## config.mk

```make
export PLATFORM = sky130hd
export DESIGN_NAME = bracket_balance_checker_core
export DESIGN_NICKNAME = d
export VERILOG_FILES = /design/src/hw/rtl/bbc_pkg.sv /design/src/hw/rtl/bbc_ram.sv /design/src/hw/rtl/bracket_balance_checker_core.sv
export VERILOG_INCLUDE_DIRS = /design/src /design/src/hw/rtl
export SDC_FILE = /design/constraint.sdc
export NUM_CORES = 1
export LEC_CHECK = 0
export BUFFER_PORTS_ARGS = -buffer_cell sky130_fd_sc_hd__buf_2
export CAP_MARGIN = 20
export CELL_PAD_IN_SITES_DETAIL_PLACEMENT = 1
export CELL_PAD_IN_SITES_GLOBAL_PLACEMENT = 2
export CORE_MARGIN = 4
export CORE_UTILIZATION = 43
export CTS_BUF_LIST = sky130_fd_sc_hd__clkbuf_16
export CTS_CLUSTER_DIAMETER = 150
export DETAILED_ROUTE_END_ITERATION = 6
export GPL_TIMING_DRIVEN = 0
export HOLD_SLACK_MARGIN = 0.05
export PLACE_DENSITY_LB_ADDON = 0.1
export SYNTH_ARGS = -nofsm -noshare
export SYNTH_HDL_FRONTEND = slang
export SYNTH_SLANG_ARGS = --single-unit
```

## constraint.sdc

```tcl
create_clock -name clk -period 5.69 [get_ports clk]
set_input_delay 0 -clock clk [delete_from_list [all_inputs] [get_ports clk]]
set_output_delay 0 -clock clk [all_outputs]
set_load 0.02 [all_outputs]
```

## src/hw/rtl/bracket_balance_checker_core_macros.svh

```systemverilog
// ----------------------------------------------------------------------------
// Bracket balance checker assertion macros
// Concurrent assertion shorthands; empty in synthesis builds.
// ----------------------------------------------------------------------------
`ifndef BRACKET_BALANCE_CHECKER_CORE_MACROS_SVH
`define BRACKET_BALANCE_CHECKER_CORE_MACROS_SVH

`ifndef SYNTHESIS
// same-cycle implication, clocked on clk, off during reset
`define BBC_ASSERT_IMPLY(lbl, ante, cons) \
	lbl: assert property (@(posedge clk) disable iff (!arst_n) (ante) |-> (cons)) \
		else $error("bracket checker: same-cycle check failed");
// next-cycle implication
`define BBC_ASSERT_NEXT(lbl, ante, cons) \
	lbl: assert property (@(posedge clk) disable iff (!arst_n) (ante) |=> (cons)) \
		else $error("bracket checker: next-cycle check failed");
`else
`define BBC_ASSERT_IMPLY(lbl, ante, cons)
`define BBC_ASSERT_NEXT(lbl, ante, cons)
`endif

`endif

```

## src/hw/rtl/bbc_pkg.sv

```systemverilog
// ----------------------------------------------------------------------------
// Bracket balance checker package
// Status codes, opener kinds and character constants.
// ----------------------------------------------------------------------------
`default_nettype none

package bbc_pkg;

	typedef logic [3:0] status_t;
	typedef logic [1:0] kind_t;
	typedef logic [7:0] char_t;

	localparam logic CMD_CHAR = 1'b0;
	localparam logic CMD_END  = 1'b1;

	localparam status_t ST_PUSHED      = 4'd0;
	localparam status_t ST_POPPED      = 4'd1;
	localparam status_t ST_SKIPPED     = 4'd2;
	localparam status_t ST_EMPTY_CLOSE = 4'd3;
	localparam status_t ST_MISMATCH    = 4'd4;
	localparam status_t ST_OVERFLOW    = 4'd5;
	localparam status_t ST_MATCHED     = 4'd6;
	localparam status_t ST_REMAIN      = 4'd7;
	localparam status_t ST_AFTER_ERR   = 4'd8;

	localparam kind_t KIND_PAREN  = 2'd0;
	localparam kind_t KIND_SQUARE = 2'd1;
	localparam kind_t KIND_BRACE  = 2'd2;

	localparam char_t CH_LPAREN = 8'h28;
	localparam char_t CH_RPAREN = 8'h29;
	localparam char_t CH_LSQUARE = 8'h5B;
	localparam char_t CH_RSQUARE = 8'h5D;
	localparam char_t CH_LBRACE = 8'h7B;
	localparam char_t CH_RBRACE = 8'h7D;

endpackage

`default_nettype wire

```

## src/hw/rtl/bbc_ram.sv

```systemverilog
// ----------------------------------------------------------------------------
// Bracket balance checker RAM
// Simple dual-port RAM, one write port, one registered read port.
// ----------------------------------------------------------------------------
`default_nettype none

module bbc_ram #(
	parameter int WIDTH = 2,
	parameter int DEPTH = 64
) (
	input  wire logic                     clk,
	input  wire logic                     we,
	input  wire logic [$clog2(DEPTH)-1:0] waddr,
	input  wire logic [WIDTH-1:0]         wdata,
	input  wire logic [$clog2(DEPTH)-1:0] raddr,
	output logic      [WIDTH-1:0]         rdata
);

	logic [WIDTH-1:0] mem_q [DEPTH];

	always_ff @(posedge clk) begin
		if (we) begin
			mem_q[waddr] <= wdata;
		end
		rdata <= mem_q[raddr];
	end

endmodule

`default_nettype wire

```

## src/hw/rtl/bracket_balance_checker_core.sv

```systemverilog
// ----------------------------------------------------------------------------
// Bracket balance checker core
// Tracks bracket nesting of a character stream on a bounded opener stack.
//
//   channel  direction  handshake            payload
//   input    in         in_valid/in_ready    cmd, symbol
//   output   out        out_valid/out_ready  status, depth, top_kind, balanced
//
// One request per cycle while in_ready is high; results appear the next cycle.
// The top opener sits in a register, the entry below it is prefetched from
// the stack RAM every cycle, so a pop never waits on a RAM read.
// in_ready drops only while a result is held and out_ready is low.
// Reset clears depth and the error flag; the stack RAM is not cleared.
// ----------------------------------------------------------------------------
`default_nettype none

`include "bracket_balance_checker_core_macros.svh"

module bracket_balance_checker_core #(
	parameter int STACK_DEPTH = 64
) (
	input  wire logic                               clk,
	input  wire logic                               arst_n,
	input  wire logic                               in_valid,
	output logic                                    in_ready,
	input  wire logic                               cmd,
	input  wire bbc_pkg::char_t                     symbol,
	output logic                                    out_valid,
	input  wire logic                               out_ready,
	output bbc_pkg::status_t                        status,
	output logic [$clog2(STACK_DEPTH+1)-1:0]        depth,
	output bbc_pkg::kind_t                          top_kind,
	output logic                                    balanced
);

	import bbc_pkg::*;

	localparam int CNT_W = $clog2(STACK_DEPTH + 1);
	localparam int AW    = $clog2(STACK_DEPTH);
	localparam logic [CNT_W-1:0] CNT_FULL = CNT_W'(STACK_DEPTH);
	localparam logic [CNT_W-1:0] CNT_ONE  = CNT_W'(1);
	localparam logic [CNT_W-1:0] CNT_TWO  = CNT_W'(2);

	logic [CNT_W-1:0] count_q;
	logic             err_q;
	kind_t            top_q;
	logic             use_fwd_q;
	kind_t            fwd_q;
	logic             out_valid_q;
	status_t          status_q;
	logic [CNT_W-1:0] depth_q;
	kind_t            kind_q;
	logic             bal_q;

	logic             acc;
	logic             is_open;
	logic             is_close;
	kind_t            open_kind;
	kind_t            close_kind;
	kind_t            rd_data;
	kind_t            below;
	logic [CNT_W-1:0] count_d;
	logic [CNT_W-1:0] count_next;
	logic             err_d;
	kind_t            top_d;
	status_t          st_d;
	kind_t            kind_d;
	logic             bal_d;
	logic             push;
	logic             ram_we;
	logic [CNT_W-1:0] waddr_full;
	logic [CNT_W-1:0] raddr_full;

	assign in_ready = !out_valid_q || out_ready;
	assign acc      = in_valid && in_ready;

	always_comb begin
		is_open    = 1'b0;
		is_close   = 1'b0;
		open_kind  = KIND_PAREN;
		close_kind = KIND_PAREN;
		unique case (symbol)
			CH_LPAREN: begin
				is_open   = 1'b1;
				open_kind = KIND_PAREN;
			end
			CH_LSQUARE: begin
				is_open   = 1'b1;
				open_kind = KIND_SQUARE;
			end
			CH_LBRACE: begin
				is_open   = 1'b1;
				open_kind = KIND_BRACE;
			end
			CH_RPAREN: begin
				is_close   = 1'b1;
				close_kind = KIND_PAREN;
			end
			CH_RSQUARE: begin
				is_close   = 1'b1;
				close_kind = KIND_SQUARE;
			end
			CH_RBRACE: begin
				is_close   = 1'b1;
				close_kind = KIND_BRACE;
			end
			default: begin
				is_open  = 1'b0;
				is_close = 1'b0;
			end
		endcase
	end

	// entry below the top: forward a write made in the previous cycle
	assign below = use_fwd_q ? fwd_q : rd_data;

	always_comb begin
		count_d = count_q;
		err_d   = err_q;
		top_d   = top_q;
		st_d    = ST_SKIPPED;
		kind_d  = KIND_PAREN;
		bal_d   = 1'b0;
		push    = 1'b0;
		if (cmd == CMD_END) begin
			priority if (err_q) begin
				st_d = ST_AFTER_ERR;
			end else if (count_q == '0) begin
				st_d  = ST_MATCHED;
				bal_d = 1'b1;
			end else begin
				st_d = ST_REMAIN;
			end
			count_d = '0;
			err_d   = 1'b0;
		end else if (err_q) begin
			st_d   = ST_SKIPPED;
			kind_d = (count_q != '0) ? top_q : KIND_PAREN;
		end else if (is_open) begin
			if (count_q == CNT_FULL) begin
				st_d   = ST_OVERFLOW;
				err_d  = 1'b1;
				kind_d = top_q;
			end else begin
				st_d    = ST_PUSHED;
				push    = 1'b1;
				count_d = count_q + CNT_ONE;
				top_d   = open_kind;
				kind_d  = open_kind;
			end
		end else if (count_q == '0) begin
			st_d  = ST_EMPTY_CLOSE;
			err_d = 1'b1;
		end else begin
			kind_d = top_q;
			if (is_close && close_kind != top_q) begin
				st_d  = ST_MISMATCH;
				err_d = 1'b1;
			end else begin
				st_d    = ST_POPPED;
				count_d = count_q - CNT_ONE;
				top_d   = below;
			end
		end
	end

	// spill the old top into the RAM on a push over a non-empty stack
	assign ram_we     = acc && push && (count_q != '0);
	assign waddr_full = count_q - CNT_ONE;
	assign count_next = acc ? count_d : count_q;
	assign raddr_full = count_next - CNT_TWO;

	bbc_ram #(
		.WIDTH ($bits(kind_t)),
		.DEPTH (STACK_DEPTH)
	) u_stack_ram (
		.clk   (clk),
		.we    (ram_we),
		.waddr (waddr_full[AW-1:0]),
		.wdata (top_q),
		.raddr (raddr_full[AW-1:0]),
		.rdata (rd_data)
	);

	always_ff @(posedge clk or negedge arst_n) begin
		if (!arst_n) begin
			count_q     <= '0;
			err_q       <= 1'b0;
			use_fwd_q   <= 1'b0;
			out_valid_q <= 1'b0;
		end else begin
			use_fwd_q <= ram_we;
			if (acc) begin
				count_q <= count_d;
				err_q   <= err_d;
			end
			if (acc) begin
				out_valid_q <= 1'b1;
			end else if (out_ready) begin
				out_valid_q <= 1'b0;
			end
		end
	end

	always_ff @(posedge clk) begin
		fwd_q <= top_q;
		if (acc) begin
			top_q    <= top_d;
			status_q <= st_d;
			depth_q  <= count_d;
			kind_q   <= kind_d;
			bal_q    <= bal_d;
		end
	end

	assign out_valid = out_valid_q;
	assign status    = status_q;
	assign depth     = depth_q;
	assign top_kind  = kind_q;
	assign balanced  = bal_q;

	`BBC_ASSERT_IMPLY(a_count_bound, 1'b1, count_q <= CNT_FULL)
	`BBC_ASSERT_NEXT(a_end_clears, acc && cmd == CMD_END, count_q == '0 && !err_q)
	`BBC_ASSERT_NEXT(a_push_top, acc && push, top_q == $past(open_kind))
	`BBC_ASSERT_IMPLY(a_balanced_status, out_valid_q && bal_q, status_q == ST_MATCHED)

endmodule

`default_nettype wire
```

==> qor.txt <==
Outcome: finished clean
Number of DRC markers in iteration 0: 441
Syn_area_per_cell: 12.05 µm²
H-tree levels: 4
Design Power: 4.548 mW
Layout Skew: 8.356 ps
PD cells: 527.4 mW/mm²
Ys async rst share: 6.329%
Clock power frac: 24.4%
Place WS: 135.3 ps
DP Area: 0.008001 mm²
Final hold viol count: 0
Clock Sinks: 158
Syn nets: 637
Drc violations: 0
GRT Total Usage: 23.18%
Syn-to-layout area delta: 15.27%
Vias per std cell: 5.977
Post-DP HPWL: 15310 µm
WHS Endpoint: top_q[1]
Core region area: 0.01682 mm²
Inserted Diodes: 0
Max-cap violation count: 0
Leak: 2.901 nW
Netlist Area Pre-Place: 0.007481 mm²
I/O pin total: 29
Setup violators final: 0
Setup TNS: 0 ps
Clock transition at the registers of the reported paths: 60 ps
DR vias: 5427
Max IR drop VDD: 356.2 µV
Yosys top cell by area: edfxtp_1
Die W: 139.9 µm
R2R Setup Slk: 370 ps
Reg-to-reg critical path startpoint: top_q[1]
Initial DRT Pass Iterations: 5
Chip height: 139.9 µm
Gate power share: 44.9%
Fin crit share: 93.46%
Synth top area share: 57.80%
Sw Share: 40.77%
Startpoint types: register
Initial Util: 44.48%
Worst slew margin: 39.26%
Routed WL: 22200 µm
Post-synth top cells: edfxtp_1, nor2_1, nand2_1, a21oi_1, mux2i_1
Critical-path maximum fanout: 27
Worst R2R Path Depth: 14
Net Sw Power: 1.854 mW
Seq pwr share: 30.7%
Syn Inst Count: 621
Min cycle time layout: 5318 ps
EDFF count, synth: 144
Core Util, Final: 51.27%
Unrepaired setup endpoints after global routing: no
Hold depth: 3
Worst-margin pin slew: 902.8 ps
CTS tree: yes
Most common cell in the netlist: edfxtp_1
Final Hold Slack: 96.75 ps
Seq cells post-synth: 158
Final Instance Area: 0.008623 mm²
Final WS setup: 372.1 ps
TritonCTS Buffers: 17
Share of layout cells above drive strength 1: 15.84%
Hold Startpoint: symbol[5]
Cell Rows: 47
Internal Pwr Total: 2.694 mW
DR WL/cell: 24.44 µm
Initial antenna violation count: 0
Routed Antenna Nets: 0
Clk buf depth: 2
Largest cells by area after synthesis: edfxtp_1, nor2_1, nand2_1, dfrtp_1, mux2i_1
Critical path type: reg -> reg
Worst Setup End Kind: register
# port buffers: 27
Worst skew pair latency: 440 ps
Critical path arrival: 5620 ps
Worst r2r dst: u_stack_ram.rdata[0]
CTS root buffer: clkbuf_16
Min-Delay Path Class: in -> reg
First-pass GRT wire length: 33950 µm
Die area: 0.01957 mm²
Vias in the first global route: 5647
Req. time, crit path: 5990 ps
Global placer's final weighted congestion: 0.9207
Final cell count without fillers: 908
Cell variety after synth: 74
Post-synthesis sequential area ratio: 62.22%
Total grt overflow: 0
Fmax: 188.0 MHz
Largest net degree at the start of global routing: 30
Max Slew Vio Count: 0
Syn. warnings: 0
Inst Count DP: 872
Fin nets: 692
Main synth FF type: edfxtp_1
==> power by group through the flow <==
stage	Clock, mW	Sequential, mW	Combinational, mW
floorplan	0	1.45	1.30
detailed placement	0	1.43	1.98
global placement	0	1.46	1.90
CTS	1.12	1.40	2.00
global route	1.19	1.40	2.18
finish	1.11	1.40	2.04
==> placed cells by master (no fill, tap or decap), types with 5 or more instances in the layout <==
cell type and count:
nor4_1 11, nor2_1 94, o21ai_0 9, a21oi_1 42, a31oi_1 5, xnor2_1 6
dfrtp_1 10, inv_1 12, nor3_1 7, a221oi_1 10, a32o_1 15, nand3_1 13
mux2i_1 23, clkbuf_16 17, a211oi_1 6, buf_2 35, buf_6 8, clkbuf_1 12
edfxtp_1 144, nand2_1 80, o22ai_1 7
==> worst max path at each step <==
stage               startpoint                    to  slack (ps)  cells past startpoint
detailed placement    top_q[0]  u_stack_ram.rdata[0]         140                     14
floorplan             top_q[0]  u_stack_ram.rdata[0]        1490                     12
global route          top_q[1]  u_stack_ram.rdata[0]          80                     14
CTS                   top_q[0]  u_stack_ram.rdata[0]         110                     14
finish                top_q[1]  u_stack_ram.rdata[0]         370                     14
global placement      top_q[0]  u_stack_ram.rdata[0]        -710                     13
==> registers in the layout, summed over array words and instances, names as in the netlist <==
signal / count
balanced: 1
count_q: 7
depth: 7
err_q: 1
fwd_q: 2
out_valid: 1
status: 4
top_kind: 2
top_q: 2
u_stack_ram.mem_q: 128
u_stack_ram.rdata: 2
use_fwd_q: 1
==> layer usage <==
| layer | GRT usage [%] | routed length [µm] | vias up |
|---|---|---|---|
| li1 | - | - | 2454 |
| met1 | 31.91 | 9943 | 2773 |
| met2 | 38.26 | 10790 | 166 |
| met3 | 3.579 | 1066 | 34 |
| met4 | 6.935 | 394 | 0 |
| met5 | 0 | 0 | - |
==> kinds of logic after synthesis <==
kind of cell               after synthesis  synth area share [%]
xor gates and xnor gates                 8                0.9366
AOI/OAI and AO/OA                      126                 12.38
adders and majority gates                3                0.5018
muxes                                   33                 4.967
buffers and inverters                   49                 3.830
and+or+nand+nor                        244                 15.17
DFF                                    158                 62.22
==> critical path, cell delays in order (launching register included) <==
cell and delay, ps:
edfxtp_1 710, buf_16 300, and3b_1 190, nor4_1 790, nor3_1 130, a32o_1 300, a21oi_1 210, a2bb2oi_1 410
ha_1 220, buf_1 330, nor2b_1 140, mux2i_2 530, o22ai_1 230, o32ai_1 590, a211oi_2 90
==> what timing repair did <==
action | 4_1_cts | 5_1_grt
endpoints found under the setup margin | 0 | 2
setup buffers | 0 | 1
hold buffers | 4 | 0
gates resized for setup | 0 | 2
endpoints found under the hold margin | 11 | 0
==> layout make-up <==
type	count	area, µm²
Buffer	34	225.2
Clock inverter	14	141.4
Timing Repair Buffer	36	292.8
Clock buffer	17	425.4
Sequential cell	158	4654
Fill cell	1759	8195
Tap cell	220	275.3
Multi-Input combinational cell	414	2547
Inverter	15	61.31
(Power assumes the default switching activity.)
